==> src/stwr_pkg.sv <==
// Package for the stopwatch readout: beat types, event codes, time constants
// and the reciprocal constants for the readout pipeline. No dependencies.
`default_nettype none

package stwr_pkg;

  // Default widths.
  localparam int DEF_TIME_BITS   = 48;
  localparam int DEF_QUEUE_DEPTH = 4;

  // Field widths of the beats.
  localparam int NOW_W     = 48;
  localparam int HOURS_W   = 27;
  localparam int MINUTES_W = 6;
  localparam int SECONDS_W = 6;
  localparam int TENTHS_W  = 4;

  // Milliseconds per display unit.
  localparam int unsigned MS_PER_HOUR  = 3600000;
  localparam int unsigned MS_PER_MIN   = 60000;
  localparam int unsigned MS_PER_SEC   = 1000;
  localparam int unsigned MS_PER_TENTH = 100;

  // Remainder widths: 3600000 < 2^22, 60000 < 2^16, 1000 < 2^10, 100 < 2^7.
  localparam int HOUR_REM_W  = 22;
  localparam int MIN_REM_W   = 16;
  localparam int SEC_REM_W   = 10;
  localparam int TENTH_REM_W = 7;

  // A quotient by a constant d is taken as (x * ceil(2^s / d)) >> s, where s
  // is the dividend width plus the divisor width, which is exact for every
  // dividend of that width. The hour step works on a 64-bit dividend, the
  // later steps on the remainder left by the step before.
  localparam int HOUR_SHIFT  = 64 + HOUR_REM_W;
  localparam int MIN_SHIFT   = HOUR_REM_W + MIN_REM_W;
  localparam int SEC_SHIFT   = MIN_REM_W + SEC_REM_W;
  localparam int TENTH_SHIFT = SEC_REM_W + TENTH_REM_W;

  // ceil(2^86 / 3600000), ceil(2^38 / 60000), ceil(2^26 / 1000) and
  // ceil(2^17 / 100).
  localparam logic [64:0] HOUR_RECIP  = {1'b1, 64'd3045270497217189268};
  localparam logic [22:0] MIN_RECIP   = 23'd4581299;
  localparam logic [16:0] SEC_RECIP   = 17'd67109;
  localparam logic [10:0] TENTH_RECIP = 11'd1311;

  // Event kinds. The unused code behaves as a read.
  localparam logic [1:0] KIND_TOGGLE = 2'd0;
  localparam logic [1:0] KIND_RESET  = 2'd1;
  localparam logic [1:0] KIND_READ   = 2'd2;

  typedef struct packed {
    logic [1:0]       kind;
    logic [NOW_W-1:0] now_ms;
  } evt_t;

  typedef struct packed {
    logic [HOURS_W-1:0]   hours;
    logic [MINUTES_W-1:0] minutes;
    logic [SECONDS_W-1:0] seconds;
    logic [TENTHS_W-1:0]  tenths;
    logic                 running;
  } readout_t;

endpackage

`default_nettype wire

==> src/stwr_queue.sv <==
// Short first-in first-out queue between the front and back ends of the
// stopwatch readout. Uses stwr_pkg only for the default depth.
`default_nettype none

module stwr_queue import stwr_pkg::*; #(
  parameter int WIDTH = 1,
  parameter int DEPTH = DEF_QUEUE_DEPTH
) (
  input  wire logic             clk,
  input  wire logic             rst,
  input  wire logic             push,
  input  wire logic [WIDTH-1:0] push_data,
  input  wire logic             pop,
  output logic [WIDTH-1:0]      pop_data,
  output logic                  full,
  output logic                  not_empty
);

  localparam int PW = (DEPTH > 1) ? $clog2(DEPTH) : 1;
  localparam int CW = $clog2(DEPTH + 1);
  localparam logic [PW-1:0] LAST = PW'(DEPTH - 1);

  logic [WIDTH-1:0] slots [0:DEPTH-1];
  logic [PW-1:0]    wr_ptr;
  logic [PW-1:0]    rd_ptr;
  logic [CW-1:0]    count;

  assign full      = (count == CW'(DEPTH));
  assign not_empty = (count != '0);
  assign pop_data  = slots[rd_ptr];

  always_ff @(posedge clk) begin
    if (push) begin
      slots[wr_ptr] <= push_data;
    end
  end

  always_ff @(posedge clk) begin
    if (rst) begin
      wr_ptr <= '0;
      rd_ptr <= '0;
      count  <= '0;
    end else begin
      if (push) begin
        wr_ptr <= (wr_ptr == LAST) ? '0 : wr_ptr + PW'(1);
      end
      if (pop) begin
        rd_ptr <= (rd_ptr == LAST) ? '0 : rd_ptr + PW'(1);
      end
      if (push && !pop) begin
        count <= count + CW'(1);
      end else if (pop && !push) begin
        count <= count - CW'(1);
      end
    end
  end

endmodule

`default_nettype wire

==> config.mk <==
export PLATFORM = sky130hd
export DESIGN_NAME = stwr_queue
export DESIGN_NICKNAME = d
export VERILOG_FILES = /design/src/stwr_pkg.sv /design/src/stwr_queue.sv
export SDC_FILE = /design/constraint.sdc
export NUM_CORES = 1
export LEC_CHECK = 0
export BUFFER_PORTS_ARGS = -buffer_cell sky130_fd_sc_hd__buf_2
export CAP_MARGIN = 20
export CORE_AREA = 2 2 39 41
export DETAILED_ROUTE_END_ITERATION = 7
export DIE_AREA = 0 0 41 43
export MAX_ROUTING_LAYER = met4
export PLACE_DENSITY = 0.75
export RECOVER_POWER = 50
export SETUP_SLACK_MARGIN = 0.15
export SYNTH_ARGS = -nofsm -noshare
export SYNTH_HDL_FRONTEND = slang
export SYNTH_SLANG_ARGS = --single-unit
==> constraint.sdc <==
create_clock -name clk -period 1.8 [get_ports clk]
set_clock_uncertainty 0.15 [all_clocks]
set_input_delay 0.09 -clock clk [delete_from_list [all_inputs] [get_ports clk]]
set_output_delay 0.09 -clock clk [all_outputs]
set_load 0.05 [all_outputs]
==> flow_metrics.tcl, run 1 <==
set metrics [dict create \
    post-route-min-period_ps 1590 \
    number_of_global_route_vias_before_repair 398 \
    worstMarginPinSlew_ps 248 \
    placement_rows 14 \
    synth_area_sq_um 587 \
    post_drt_via_cell_ratio 4.71 \
    synth.net_count 62 \
    r2r.worst_path.cells 4 \
    h-tree-depth 1 \
    data_required_time_at_the_worst_endpoint_ps 1860 \
    setup_viol 0 \
    grt_overflow_total 0 \
    synthAdderAreaFrac_pct 16.2 \
    timing.final.hold_violations 0 \
    grt_antenna_before_repair 0 \
    timing.max_slew.rel_slack_pct 83.6 \
    layoutNonFillerInstCount 80 \
    area_grow_syn2layout_pct 19.2 \
    floorplan.initialDensity_pct 42.4 \
    synth-compound-area-share_pct 3.41 \
    core_sq_mm 0.00138 \
    placed_cells_incl_taps 74 \
    rsz0062_at_grt "false" \
    layout_worst_path_cycle_share_pct 88.1 \
    worstPathArrival_ps 1640 \
    critPathCaptureType "flip-flop" \
    yosysWarnings 0 \
    gp_congestion 0.714 \
    antenna_left 0 \
    timing.setup.critical_path_class "reg2reg" \
    fraction_of_the_yosys_area_taken_by_sequential_cells_pct 51.2 \
    yosys.area_share.xor_xnor_pct 2.99 \
    cts.sink_count 13 \
    die_span_in_x_um 41 \
    synthDistinctLibCells 14 \
    worst_voltage_drop_across_the_vdd_grid_uv 454 \
    drt_first_iter_violations 3 \
    crit_fanout 4 \
    synth-seq-cells 13 \
    floorplan.io_pins 8 \
    antenna-diode-count 0 \
    power_density_mw_per_mm2 977 \
    max-cap-violations 0 \
    syn-instance-count 50 \
    cts_made_buffers 3 \
    drt_pass1_iterations 2 \
    die-area_sq_mm 0.00176 \
    placed_area_sq_um 654 \
    synthSimpleGateAreaFrac_pct 14.1 \
    aggregate_routed_wire_length_um 858 \
    final_cell_area_sq_um 699 \
    final_core_util_pct 50.5 \
    maximum_number_of_pins_on_one_net_before_global_route_repair 8 \
    fmaxAchievable_ghz 0.630 \
    fin_setup_tns_ps 0 \
    maxSlewViolCount 0 \
    path_clk_slew_ps 80 \
    pre_cts_ws_ps 94.8 \
    clockBufferDepth 2 \
    detail_route.drc_violations 0 \
    postSynthAreaPerCell_sq_um 11.7 \
    hold_slack_ps 1.51 \
    fraction_of_final_layout_cells_sized_beyond_drive_strength_1_pct 18.8 \
    timing.final.ws_setup_ps 214 \
    min_path_type "in2reg" \
    synth.mux.area_fraction_pct 8.96 \
    critical_path.startpoint_type "flip-flop" \
    placement.io_buffers 7 \
    root_buffer "sky130_fd_sc_hd__clkbuf_4" \
    route.detailed.wl_per_inst_um 10.7 \
    worstSkewPairLatency_ps 270 \
    cts_post_setup_buffers_inserted 0 \
    grt_first_pass_wirelength_um 1540 \
    cellLeakagePower_nw 0.315 \
    fp.dieH_um 43 \
    grt_usage_pct 13.9 \
    via_count 377 \
    finish.net_count 77 \
    tritoncts "built" \
    totalPowerFinal_uw 683 \
    status "finished, final reports clean" \
    largest_family_of_logic_cells_by_synthesized_area "adder cells" \
    min_delay_path_depth 3 \
]
==> routing by layer <==
layer / up-vias / routed length (um) / track usage [%]
met5: - / 0 / -
met1: 173 / 383 / 13.3
met3: 2 / 19 / 3.14
li1: 196 / - / -
met2: 6 / 435 / 21.9
met4: 0 / 19 / 12.0
==> power breakdown <==
group	internal (mW)	total, mW	switching [mW]
sequential	0.328	0.351	0.0227
clock	0.0857	0.176	0.0898
combinational	0.0616	0.157	0.0956
==> cells in the final DEF (no fill, tap or decap) <==
cell	count
sky130_fd_sc_hd__dfxtp_1	9
sky130_fd_sc_hd__nor2_1	6
sky130_fd_sc_hd__ha_1	6
sky130_fd_sc_hd__buf_2	6
sky130_fd_sc_hd__inv_1	5
sky130_fd_sc_hd__and2_1	4
sky130_fd_sc_hd__edfxtp_1	4
sky130_fd_sc_hd__mux2i_1	3
sky130_fd_sc_hd__a21oi_1	3
sky130_fd_sc_hd__clkbuf_4	3
sky130_fd_sc_hd__or3_1	2
sky130_fd_sc_hd__nor3b_1	2
sky130_fd_sc_hd__xor2_1	2
sky130_fd_sc_hd__clkbuf_1	2
sky130_fd_sc_hd__dlygate4sd3_1	2
sky130_fd_sc_hd__mux4_2	1
sky130_fd_sc_hd__nor3b_2	1
sky130_fd_sc_hd__o21ai_0	1
sky130_fd_sc_hd__fa_1	1
sky130_fd_sc_hd__buf_4	1
==> path summary, 6_finish.rpt <==
kind                           end                  start  slack [ps]
min reg2reg  count[2]$_SDFFE_PP0P_  count[2]$_SDFFE_PP0P_         350
min                      flip-flop                    pop           2
max          count[2]$_SDFFE_PP0P_  count[0]$_SDFFE_PP0P_         210
max reg2reg  count[2]$_SDFFE_PP0P_  count[0]$_SDFFE_PP0P_         210
==> timing repair <==
action	CTS	global route
setup endpoints to repair	0	1
resized for setup	0	1
hold endpoints to repair	13	0
hold buffers	2	0
==> critical path, stage by stage (launching register included) <==
cell	delay (ps)
sky130_fd_sc_hd__dfxtp_1	360
sky130_fd_sc_hd__fa_1	440
sky130_fd_sc_hd__xor2_1	150
sky130_fd_sc_hd__or3_1	300
sky130_fd_sc_hd__a21oi_1	120
==> Yosys cell counts (all sizes together) <==
cell type,count,area [sq um]
dfxtp,9,180
ha,6,75.1
nor2,6,22.5
inv,5,18.8
and2,4,25.0
edfxtp,4,120
a21oi,3,15.0
mux2i,3,30.0
nor3b,3,22.5
or3,2,12.5
xor2,2,17.5
fa,1,20.0
mux4,1,22.5
o21ai,1,5.00
==> kinds of logic (layout without fill, tap and decap cells) <==
| logic type | after synthesis | in the layout |
|---|---|---|
| AO/OA/AOI/OAI | 4 | 4 |
| XOR/XNOR | 2 | 2 |
| AND/OR/NAND/NOR | 15 | 15 |
| flip-flops | 13 | 13 |
| buffers and inverters | 5 | 19 |
| adder cells (fa/ha/maj) | 7 | 7 |
| multiplexers | 4 | 4 |
==> area by class of cell <==
class	instances	area [sq um]
multi-input cells	32	273
well taps	16	20.0
repair buffers	10	61.3
flip-flops and latches	13	300
fillers	136	684
clock buffers	4	26.3
inverters	5	18.8
Note: power is estimated with default switching activity, not from simulation.
==> run 2: changes to the inputs <==
CTS_BUF_LIST = sky130_fd_sc_hd__clkbuf_8   (was default)
MAX_ROUTING_LAYER = default   (was met4)
==> flow_metrics.tcl, run 2 (synthesized netlist as in run 1, its figures left out) <==
set metrics [dict create \
    status "finished, final reports clean" \
    timing.final.hold_violations 0 \
    grt_overflow_total 0 \
    number_of_global_route_vias_before_repair 416 \
    layoutNonFillerInstCount 80 \
    grt_antenna_before_repair 0 \
    floorplan.initialDensity_pct 42.4 \
    cellLeakagePower_nw 0.323 \
    placement_rows 14 \
    hold_slack_ps 84.5 \
    worstSkewPairLatency_ps 240 \
    fraction_of_final_layout_cells_sized_beyond_drive_strength_1_pct 18.8 \
    fp.dieH_um 43 \
    placement.io_buffers 7 \
    cts.sink_count 13 \
    post_drt_via_cell_ratio 4.79 \
    data_required_time_at_the_worst_endpoint_ps 1820 \
    die-area_sq_mm 0.00176 \
    cts_made_buffers 3 \
    via_count 383 \
    finish.net_count 77 \
    detail_route.drc_violations 0 \
    setup_viol 0 \
    floorplan.io_pins 8 \
    h-tree-depth 1 \
    drt_first_iter_violations 5 \
    clockBufferDepth 2 \
    layout_worst_path_cycle_share_pct 86.7 \
    antenna-diode-count 0 \
    timing.final.ws_setup_ps 240 \
    fmaxAchievable_ghz 0.641 \
    reg2reg_from "count[0]$_SDFFE_PP0P_" \
    power_density_mw_per_mm2 1060 \
    layout_common_cells "8 x sky130_fd_sc_hd__dfxtp_1, 6 x sky130_fd_sc_hd__inv_1, 6 x sky130_fd_sc_hd__nor2_1, 6 x sky130_fd_sc_hd__ha_1, 5 x sky130_fd_sc_hd__buf_2" \
    tritoncts "built" \
    drt_pass1_iterations 2 \
    grt_first_pass_wirelength_um 1570 \
    maximum_number_of_pins_on_one_net_before_global_route_repair 8 \
    cts_post_setup_buffers_inserted 0 \
    timing.max_slew.rel_slack_pct 83.6 \
    path_clk_slew_ps 50 \
    timing.setup.critical_path_class "reg2reg" \
    final_cell_area_sq_um 718 \
    worst-r2r-setup-slack_ps 240 \
    gp_congestion 0.706 \
    route.detailed.wl_per_inst_um 10.9 \
    placed_cells_incl_taps 74 \
    aggregate_routed_wire_length_um 874 \
    rsz0062_at_grt "false" \
    final_common_cell "sky130_fd_sc_hd__dfxtp_1" \
    min_from "pop" \
    worst-path-buf-inv 0 \
    final_core_util_pct 51.9 \
    placed_area_sq_um 654 \
    die_span_in_x_um 41 \
    r2r.worst_path.cells 4 \
    crit_path_top_delay_cell "sky130_fd_sc_hd__fa_1" \
    timing.critical_path.max_delay_family "adder cells" \
    worst_voltage_drop_across_the_vdd_grid_uv 545 \
    max-cap-violations 0 \
    worstSetupPathDepth 4 \
    core_sq_mm 0.00138 \
    r2r-end "count[2]$_SDFFE_PP0P_" \
    startpoint "count[0]$_SDFFE_PP0P_" \
    capturing_instance_or_port_of_the_critical_path "count[2]$_SDFFE_PP0P_" \
    fill_cell_count 129 \
    area_grow_syn2layout_pct 22.4 \
    min_path_type "in2reg" \
    pre_cts_ws_ps 94.8 \
    maxSlewViolCount 0 \
    crit_fanout 4 \
    root_buffer "sky130_fd_sc_hd__clkbuf_8" \
    timing.critical_path.slowest_cell_delay_ps 430 \
    critical_path.startpoint_type "flip-flop" \
    worstPathArrival_ps 1580 \
    cp_cell_sequence "fa_1 -> xor2_1 -> or3_1 -> a21oi_1" \
    totalPowerFinal_uw 758 \
    critPathCaptureType "flip-flop" \
    worstMarginPinSlew_ps 247 \
    post-route-min-period_ps 1560 \
    fin_setup_tns_ps 0 \
    antenna_left 0 \
    grt_usage_pct 14.0 \
]
==> run 2: timing repair <==
| action | CTS | global route |
|---|---|---|
| gates resized for setup | 0 | 1 |
| endpoints found under the hold margin | 13 | 0 |
| endpoints found under the setup margin | 0 | 1 |
| hold buffers | 2 | 0 |
==> run 2: cell type report <==
cell class	count	area, sq um	area share (%)
Sequential cell	13	302	42.0
Multi-Input combinational cell	32	273	38.0
Timing Repair Buffer	10	60.1	8.36
Clock buffer	3	41.3	5.75
Tap cell	16	20.0	2.79
Inverter	5	18.8	2.61
Clock inverter	1	3.75	0.523
==> run 2: layer usage <==
| layer | GRT usage [%] | vias up | share of wire (%) |
|---|---|---|---|
| met5 | 0 | - | 0 |
| met4 | 12.0 | 0 | 3.5 |
| met3 | 3.14 | 4 | 1.9 |
| met2 | 23.4 | 6 | 52 |
| met1 | 13.0 | 179 | 43 |
| li1 | - | 194 | - |
==> run 2: worst min-delay path by stage <==
stage | to | slack, ps | depth (start not counted)
after detailed placement | slots[3]$_DFFE_PP_ | 170 | 1
after CTS | flip-flop | 50 | 3
after floorplan | count[2]$_SDFFE_PP0P_ | 9 | 1
after global placement | slots[1]$_DFFE_PP_ | 160 | 1
final | flip-flop | 80 | 3
after global routing | flip-flop | 140 | 3
==> run 2: worst reg2reg max path, cell delays in order, from the launching register on <==
cell                      delay (ps)
sky130_fd_sc_hd__dfxtp_2         340
sky130_fd_sc_hd__fa_1            430
sky130_fd_sc_hd__xor2_1          150
sky130_fd_sc_hd__or3_1           300
sky130_fd_sc_hd__a21oi_1         120
==> run 2: power by group <==
| group | internal, mW | total [mW] | switching (mW) |
|---|---|---|---|
| Combinational | 0.0614 | 0.158 | 0.0962 |
| Clock | 0.150 | 0.248 | 0.0979 |
| Sequential | 0.330 | 0.353 | 0.0232 |
| Total | 0.541 | 0.758 | 0.217 |
