**config.mk**
```make
export PLATFORM = sky130hd
export DESIGN_NAME = stwr_front
export DESIGN_NICKNAME = d
export VERILOG_FILES = /design/src/stwr_pkg.sv /design/src/stwr_front.sv
export SDC_FILE = /design/constraint.sdc
export NUM_CORES = 1
export LEC_CHECK = 0
export CAP_MARGIN = 10
export CORE_ASPECT_RATIO = 1.25
export CORE_UTILIZATION = 55
export DETAILED_ROUTE_END_ITERATION = 10
export DONT_BUFFER_PORTS = 1
export GPL_ROUTABILITY_DRIVEN = 0
export PLACE_DENSITY = 0.7
export SLEW_MARGIN = 15
export SYNTH_ARGS = -nofsm -noshare
export SYNTH_HDL_FRONTEND = slang
export SYNTH_SLANG_ARGS = --single-unit
```
**constraint.sdc**
```tcl
create_clock -name clk -period 6.8 [get_ports clk]
set_input_delay 1.02 -clock clk [delete_from_list [all_inputs] [get_ports clk]]
set_output_delay 1.02 -clock clk [all_outputs]
set_load 0.005 [all_outputs]
```
**src/stwr_pkg.sv**
```systemverilog
// Package for the stopwatch readout: beat types, event codes, time constants
// and the reciprocal constants for the readout pipeline. No dependencies.
`default_nettype none

package stwr_pkg;

  // Default widths.
  localparam int DEF_TIME_BITS   = 48;
  localparam int DEF_QUEUE_DEPTH = 4;

  // Field widths of the beats.
  localparam int NOW_W     = 48;
  localparam int HOURS_W   = 27;
  localparam int MINUTES_W = 6;
  localparam int SECONDS_W = 6;
  localparam int TENTHS_W  = 4;

  // Milliseconds per display unit.
  localparam int unsigned MS_PER_HOUR  = 3600000;
  localparam int unsigned MS_PER_MIN   = 60000;
  localparam int unsigned MS_PER_SEC   = 1000;
  localparam int unsigned MS_PER_TENTH = 100;

  // Remainder widths: 3600000 < 2^22, 60000 < 2^16, 1000 < 2^10, 100 < 2^7.
  localparam int HOUR_REM_W  = 22;
  localparam int MIN_REM_W   = 16;
  localparam int SEC_REM_W   = 10;
  localparam int TENTH_REM_W = 7;

  // A quotient by a constant d is taken as (x * ceil(2^s / d)) >> s, where s
  // is the dividend width plus the divisor width, which is exact for every
  // dividend of that width. The hour step works on a 64-bit dividend, the
  // later steps on the remainder left by the step before.
  localparam int HOUR_SHIFT  = 64 + HOUR_REM_W;
  localparam int MIN_SHIFT   = HOUR_REM_W + MIN_REM_W;
  localparam int SEC_SHIFT   = MIN_REM_W + SEC_REM_W;
  localparam int TENTH_SHIFT = SEC_REM_W + TENTH_REM_W;

  // ceil(2^86 / 3600000), ceil(2^38 / 60000), ceil(2^26 / 1000) and
  // ceil(2^17 / 100).
  localparam logic [64:0] HOUR_RECIP  = {1'b1, 64'd3045270497217189268};
  localparam logic [22:0] MIN_RECIP   = 23'd4581299;
  localparam logic [16:0] SEC_RECIP   = 17'd67109;
  localparam logic [10:0] TENTH_RECIP = 11'd1311;

  // Event kinds. The unused code behaves as a read.
  localparam logic [1:0] KIND_TOGGLE = 2'd0;
  localparam logic [1:0] KIND_RESET  = 2'd1;
  localparam logic [1:0] KIND_READ   = 2'd2;

  typedef struct packed {
    logic [1:0]       kind;
    logic [NOW_W-1:0] now_ms;
  } evt_t;

  typedef struct packed {
    logic [HOURS_W-1:0]   hours;
    logic [MINUTES_W-1:0] minutes;
    logic [SECONDS_W-1:0] seconds;
    logic [TENTHS_W-1:0]  tenths;
    logic                 running;
  } readout_t;

endpackage

`default_nettype wire

```
**src/stwr_front.sv**
```systemverilog
// Front end of the stopwatch readout: holds the stopwatch state and turns
// each accepted event into a queue entry. Depends on stwr_pkg.
`default_nettype none

module stwr_front import stwr_pkg::*; #(
  parameter int TIME_BITS = DEF_TIME_BITS
) (
  input  wire logic                 clk,
  input  wire logic                 rst,
  input  wire evt_t                 evt,
  input  wire logic                 accept,
  output logic [2*TIME_BITS:0]      entry
);

  logic                 running;
  logic [TIME_BITS-1:0] start_time;
  logic [TIME_BITS-1:0] accumulated;

  logic [TIME_BITS-1:0] now;
  logic [TIME_BITS-1:0] since;
  logic [TIME_BITS:0]   sum;
  logic [TIME_BITS-1:0] stop_total;

  logic                 running_next;
  logic [TIME_BITS-1:0] start_time_next;
  logic [TIME_BITS-1:0] accumulated_next;
  logic [TIME_BITS-1:0] base;
  logic [TIME_BITS-1:0] addend;

  always_comb begin
    now        = TIME_BITS'(evt.now_ms);
    since      = now - start_time;
    sum        = {1'b0, accumulated} + {1'b0, since};
    stop_total = sum[TIME_BITS] ? '1 : sum[TIME_BITS-1:0];
  end

  always_comb begin
    running_next     = running;
    start_time_next  = start_time;
    accumulated_next = accumulated;
    base             = accumulated;
    addend           = '0;
    case (evt.kind)
      KIND_TOGGLE: begin
        if (running) begin
          accumulated_next = stop_total;
          running_next     = 1'b0;
          base             = stop_total;
        end else begin
          start_time_next = now;
          running_next    = 1'b1;
        end
      end
      KIND_RESET: begin
        accumulated_next = '0;
        start_time_next  = now;
        base             = '0;
      end
      default: begin
        // A read, or the unused code: the running time since start is
        // added later in the back end.
        addend = running ? since : '0;
      end
    endcase
    entry = {running_next, base, addend};
  end

  always_ff @(posedge clk) begin
    if (rst) begin
      running     <= 1'b0;
      start_time  <= '0;
      accumulated <= '0;
    end else if (accept) begin
      running     <= running_next;
      start_time  <= start_time_next;
      accumulated <= accumulated_next;
    end
  end

endmodule

`default_nettype wire

```
==> results by group, run 1 <==
STA
  • WHS: 454 ps
  • Setup_tns: 0 ps
  • Clock skew: 13.5 ps
  • Final setup viols: 0
  • Final Slew Violations: 0
  • Final hold viol count: 0
  • Fmax: 152 MHz
  • Final period demand of the worst path: 6580 ps
  • Slew headroom: 0.252
  • Worst-margin pin slew: 1120 ps
  • Fin crit share: 0.968

Placement
  • PortBufs: 0
  • Final HPWL DP: 24.4 mm

Route
  • ANT nets after route: 0
  • DRC viols: 0
  • Mean number of vias per cell: 6.38
  • Initial detailed-routing violation count: 803
  • Drt pass-1 iters: 5
  • DRT Wirelength: 32.3 mm
  • DR WL/cell: 19.8 um
  • Vias: 10400

Yosys
  • Gate count of the mapped netlist: 1416
  • Count of cell types in the netlist: 78
  • Dominant synthesized flop cell: dfxtp_1
  • Synth async-reset ratio: 0
  • Syn nets: 1568
  • Synthesized area: 10100 um^2
  • Synth Register Bits: 97
  • Register area share after synthesis: 0.191
  • YS warnings: 0
  • Post-synth EDFFs: 0
  • Synthesized area per cell: 7.16 um^2

Global routing
  • GRT Max-Usage Layer: met2
  • Total GRT Usage: 0.333
  • Initial antenna violation count: 0
  • Met2 Track Usage GR: 0.507
  • Met1 Use GR: 0.456
  • First-pass GRT wire length: 49.7 mm
  • Remaining Overflow, GRT: 0
  • Routing usage on met3: 0.0705
  • Largest net degree at the start of global routing: 74
  • Vias in the first global route: 9476

Power and ir drop
  • Sw power: 797 uW
  • Static Leak: 0.00491 uW
  • Power per cell area: 186 nW/um^2
  • Peak VDD IR: 0.134 mV
  • Sw frac: 0.389
  • Power consumption: 2050 uW
  • Internal power: 1250 uW
  • Clock Power Share: 0.282
  • Sequential cell fraction of total power: 0.293
  • Combinational cell fraction of total power: 0.426

Run
  • Number of max-cap violations: 0

Floorplanning
  • Die area: 19000 um^2
  • Core Footprint: 18100 um^2
  • Ports: 150
  • Die height: 154 um
  • Num rows: 55
  • Initial core utilization: 0.560
  • Die width: 123 um

Clock tree
  • CTS root buf: clkbuf_16
  • CTS Buf Count: 9
  • Clock Tree Buf Depth: 2
  • Hold_buf cts: 0
  • Clk pin slew, worst setup/hold paths: 70 ps
  • Clock sinks: 97
  • H-Tree Depth: 3
  • Skew-Pair Late Insertion Delay: 380 ps
  • TritonCTS clock tree: built

Final layout
  • Multi-input logic area: 7780 um^2
  • Nets@finish: 1548
  • Fillers: 1726
  • Most frequent cells in the layout: a21oi_1, nand2_1, dfxtp_1, ha_1, nor2_1
  • Seq. cell area: 1940 um^2
  • Area Growth Syn to Fin: 8.97%
  • N_diodes: 0
  • Commonest non-fill, non-tap cell in the layout: a21oi_1
  • Share of cells above drive strength 1: 0.116

Hold path
  • Hold crit path type: flip-flop to flip-flop
  • Hold Path Origin: start_time[12]
  • Hold EP: start_time[12]
  • Worst Hold Depth: 2

Worst setup path
  • Worst r2r src: start_time[8]
  • Critical path arrival: 5560 ps
  • CP Capture Type: primary output
  • RR Endpoint: accumulated[43]
  • R2R Setup Slk: 1480 ps
  • Required time of the critical path: 5780 ps
  • Worst setup SP type: input port
  • Crit-path max FO: 30
  • FF-to-FF path depth: 23
  • Crit Path Category: input port to primary output

Outcome
  • Status: finished, final reports clean
==> area by class of cell <==
type | instances | area share
flip-flops and latches | 97 | 0.176
well taps | 228 | 0.0258
repair buffers | 56 | 0.0387
clock inverters | 5 | 0.00713
multi-input cells | 1152 | 0.704
inverters | 80 | 0.0272
clock buffers | 11 | 0.0220
==> synth_stat cells, types with 12 or more instances <==
master | instances | share of area
o221a_2 | 22 | 0.024
nor3_1 | 12 | 0.0059
ha_1 | 97 | 0.12
dfxtp_1 | 97 | 0.19
a21oi_1 | 213 | 0.11
a21o_1 | 68 | 0.050
clkbuf_1 | 76 | 0.028
xor2_1 | 42 | 0.036
nand2_1 | 180 | 0.067
o21a_1 | 12 | 0.0089
nand4_1 | 17 | 0.010
and3_1 | 48 | 0.030
o22a_1 | 25 | 0.022
xnor2_1 | 47 | 0.041
o21ai_0 | 74 | 0.037
nand3_1 | 26 | 0.013
nor2_1 | 86 | 0.032
o21bai_1 | 21 | 0.016
inv_1 | 80 | 0.030
nor2b_1 | 16 | 0.0099
==> logic make-up (layout without fill, tap and decap cells) <==
group	after synthesis	after routing	synth area share
adder cells (fa/ha/maj)	99	99	0.124
XOR/XNOR	89	89	0.0768
multiplexers	5	5	0.00506
AND/OR/NAND/NOR	436	436	0.203
buffers and inverters	167	152	0.0634
AO/OA/AOI/OAI	523	523	0.337
flip-flops	97	97	0.191
==> per-stage QoR <==
stage | instance area [um^2] | std cells | utilization | setup WS, ps
after floorplan | 10100 | 1416 | - | 414
after global placement | 10500 | 1612 | 0.581 | -1.66
after detailed placement | 10500 | 1612 | 0.581 | -51.5
after CTS | 10800 | 1628 | 0.599 | 29.7
after global routing | 11100 | 1629 | 0.611 | -44.6
final | 11100 | 1629 | 0.611 | 217
==> how the worst max path moves through the flow <==
stage | to | start
4_1_cts | entry[49] | evt[0]
3_3_place_gp | entry[88] | evt[0]
3_5_place_dp | entry[88] | evt[0]
2_1_floorplan | entry[66] | evt[8]
6_report | entry[59] | evt[8]
5_1_grt | entry[83] | evt[0]
==> layer usage <==
metal / vias to the layer above / wire [um]
li1: 5040 / -
met4: 0 / 995
met3: 72 / 2820
met2: 441 / 14400
met1: 4842 / 14100
met5: - / 0
==> repair_timing <==
| action | in CTS | in global routing |
|---|---|---|
| cloned | 0 | 0 |
| buffers inserted | 0 | 1 |
| endpoints found under the setup margin | 1 | 48 |
| gates resized for setup | 1 | 49 |
| pin swaps | 0 | 7 |
==> flip-flops by register name, summed over array words and instances, names as in the netlist <==
name,cells
running,1
accumulated,48
start_time,48
==> critical path: stages <==
cell and delay (ps):
ha_2 310, a21o_1 200, a211oi_2 230, o21ai_2 110, a21oi_2 160, or4b_4 510
a31oi_4 220, o41ai_4 110, a41oi_2 260, o31ai_1 140, xnor2_1 150, ha_1 320
a21o_1 170, a21o_1 190, a21oi_1 250, o2111a_1 280, a21oi_2 80, nor2_2 180
buf_8 280, a21oi_1 130, o22a_1 230
==> power by group through the flow <==
stage / registers [uW] / logic, uW / clock network [uW]
5_1_grt: 602 / 946 / 604
2_1_floorplan: 609 / 609 / 0
3_3_place_gp: 612 / 816 / 0
3_5_place_dp: 613 / 822 / 0
4_1_cts: 600 / 827 / 584
6_report: 600 / 873 / 578
Power figures use the tool's default switching activity.
==> run 2: changes to the inputs <==
- CELL_PAD_IN_SITES_DETAIL_PLACEMENT: not set -> 2
- CELL_PAD_IN_SITES_GLOBAL_PLACEMENT: not set -> 2
- CORE_UTILIZATION: 55 -> 37
- PLACE_DENSITY: 0.7 -> not set
- PLACE_DENSITY_LB_ADDON: not set -> 0.1
==> results by group, run 2 (synthesis gave the netlist of run 1 again) <==
Final layout
  • Biggest regs: accumulated (48), start_time (48), running (1)
  • Commonest non-fill, non-tap cell in the layout: a21oi_1
  • Share of cells above drive strength 1: 0.186
  • Area Growth Syn to Fin: 19.1%
  • N_diodes: 0
  • Multi-input logic area: 8070 um^2
  • Most frequent cells in the layout: a21oi_1, nand2_1, buf_4, dfxtp_1, ha_1
  • Seq. cell area: 1940 um^2
  • Fillers: 3116
  • Nets@finish: 1624

Global routing
  • First-pass GRT wire length: 66.8 mm
  • Initial antenna violation count: 0
  • Largest net degree at the start of global routing: 74
  • Remaining Overflow, GRT: 0
  • Total GRT Usage: 0.311
  • Vias in the first global route: 11700

Power and ir drop
  • Sequential cell fraction of total power: 0.267
  • Static Leak: 0.00544 uW
  • Internal power: 1310 uW
  • Power per cell area: 186 nW/um^2
  • Peak VDD IR: 0.114 mV
  • Combinational cell fraction of total power: 0.472
  • Clock Power Share: 0.260
  • Sw frac: 0.417
  • Sw power: 939 uW
  • Power consumption: 2250 uW

STA
  • Clock skew: 13.5 ps
  • Fin crit share: 1.01
  • Setup_tns: -50.8 ps
  • Final worst setup slack: -50.8 ps
  • Fmax: 146 MHz
  • Final setup viols: 1
  • RSZ-0062 raised after global routing: yes
  • Slew headroom: 0.360
  • Final hold viol count: 0
  • Worst-margin pin slew: 957 ps
  • Final Slew Violations: 0
  • Final period demand of the worst path: 6850 ps

Worst setup path
  • Worst path cell trace: ha_1, a21oi_1, o21ai_0, a31oi_1, o211ai_1, o21ai_2, buf_4, o31ai_1, xnor2_1, ha_1, nand2_1, o21bai_1, a21o_1, a21oi_4, o2111a_1, a21oi_2, nor2_2, nand2_2, buf_6, buf_4, o221a_2
  • Master of the slowest instance on the critical path: a21oi_1
  • Worst r2r src: start_time[15]
  • Worst setup SP type: input port
  • Crit Path Category: input port to primary output
  • Slowest stage delay, CP: 490 ps
  • Critical path arrival: 5830 ps
  • RR Endpoint: accumulated[19]
  • Crit. Startpoint: evt[15]
  • Required time of the critical path: 5780 ps
  • FF-to-FF path depth: 23
  • Critical path destination: entry[67]
  • CP Capture Type: primary output
  • Crit-path max FO: 6
  • R2R Setup Slk: 1280 ps

Clock tree
  • Hold_buf cts: 0
  • CTS Buf Count: 9
  • TritonCTS clock tree: built
  • Clock sinks: 97
  • CTS root buf: clkbuf_16
  • Skew-Pair Late Insertion Delay: 380 ps
  • Clock Tree Buf Depth: 2
  • H-Tree Depth: 3
  • Clk pin slew, worst setup/hold paths: 70 ps

Floorplanning
  • Initial core utilization: 0.377
  • Core Footprint: 26900 um^2
  • Die height: 187 um
  • Ports: 150
  • Die width: 150 um
  • Die area: 28100 um^2
  • Num rows: 67

Route
  • Initial detailed-routing violation count: 490
  • Drt pass-1 iters: 5
  • Vias: 11200
  • Wire length on met3: 2.21 mm
  • DR WL/cell: 25.3 um
  • ANT nets after route: 0
  • DRT Wirelength: 46.2 mm
  • M1 WL: 19.8 mm
  • DRC viols: 0
  • Mean number of vias per cell: 6.14
  • Wire length on met2: 22.5 mm
  • Uppermost layer routed: met4

Hold path
  • Hold crit path type: flip-flop to flip-flop
  • Hold Path Origin: start_time[10]

Run
  • Number of max-cap violations: 0

Placement
  • Final HPWL DP: 33.9 mm
  • PortBufs: 0

Outcome
  • Status: finished with violations
  • Failing checks: negative setup slack
run 2: cell count changes in the layout (fill, tap and decap cells not counted), moves of 4 or more:
cell,previous run,this run
a21oi_2,24,20
o21ai_2,4,10
o21ai_0,71,64
buf_4,55,128
a21oi_4,0,4
run 2: power groups by stage:
stage | combinational, uW | sequential, uW | clock [uW]
floorplan | 609 | 609 | 0
global placement | 923 | 613 | 0
detailed placement | 952 | 614 | 0
CTS | 973 | 601 | 595
global route | 1130 | 603 | 607
finish | 1060 | 601 | 586
run 2: metrics by stage:
step	setup slack (ps)	hold slack, ps	util	instance area [um^2]	std cells
after CTS	-38.5	454	0.431	11600	1811
after floorplan	414	436	-	10100	1416
after detailed placement	-385	444	0.416	11200	1795
final	-50.8	455	0.449	12100	1822
after global placement	-369	436	0.416	11200	1795
after global routing	-189	477	0.449	12100	1822
run 2: area by class of cell:
type | count | share of cell area
clock inverters | 2 | 0.00290
flip-flops and latches | 97 | 0.161
multi-input cells | 1152 | 0.668
well taps | 345 | 0.0357
repair buffers | 132 | 0.0854
inverters | 80 | 0.0248
clock buffers | 14 | 0.0227
run 2: per-layer routing:
| metal | GRT usage | vias to the layer above |
|---|---|---|
| met4 | 0.115 | 0 |
| met5 | 0 | - |
| met3 | 0.0507 | 81 |
| met2 | 0.534 | 294 |
| li1 | - | 5174 |
| met1 | 0.384 | 5647 |
run 2: worst min-delay path by stage:
| stage | slack, ps | cells after the start | endpoint |
|---|---|---|---|
| final | 460 | 2 | start_time[10] |
| after global routing | 480 | 2 | start_time[10] |
| after floorplan | 440 | 2 | start_time[10] |
| after CTS | 450 | 2 | start_time[10] |
| after detailed placement | 440 | 2 | start_time[10] |
| after global placement | 440 | 2 | start_time[42] |
run 2: critical path: cells and delay by family:
kind | cells | cell delay (ps)
xor+xnor | 1 | 330
simple gates | 3 | 520
compound gates | 12 | 2710
buf+inv | 3 | 470
fa+ha+maj | 2 | 750
run 2: repair_timing:
item                                    in CTS  in global routing
endpoints found under the setup margin      48                 48
pin swaps                                    8                 45
buffers inserted                             0                 12
hold endpoints to repair                     0                  0
gates resized for setup                     21                 87
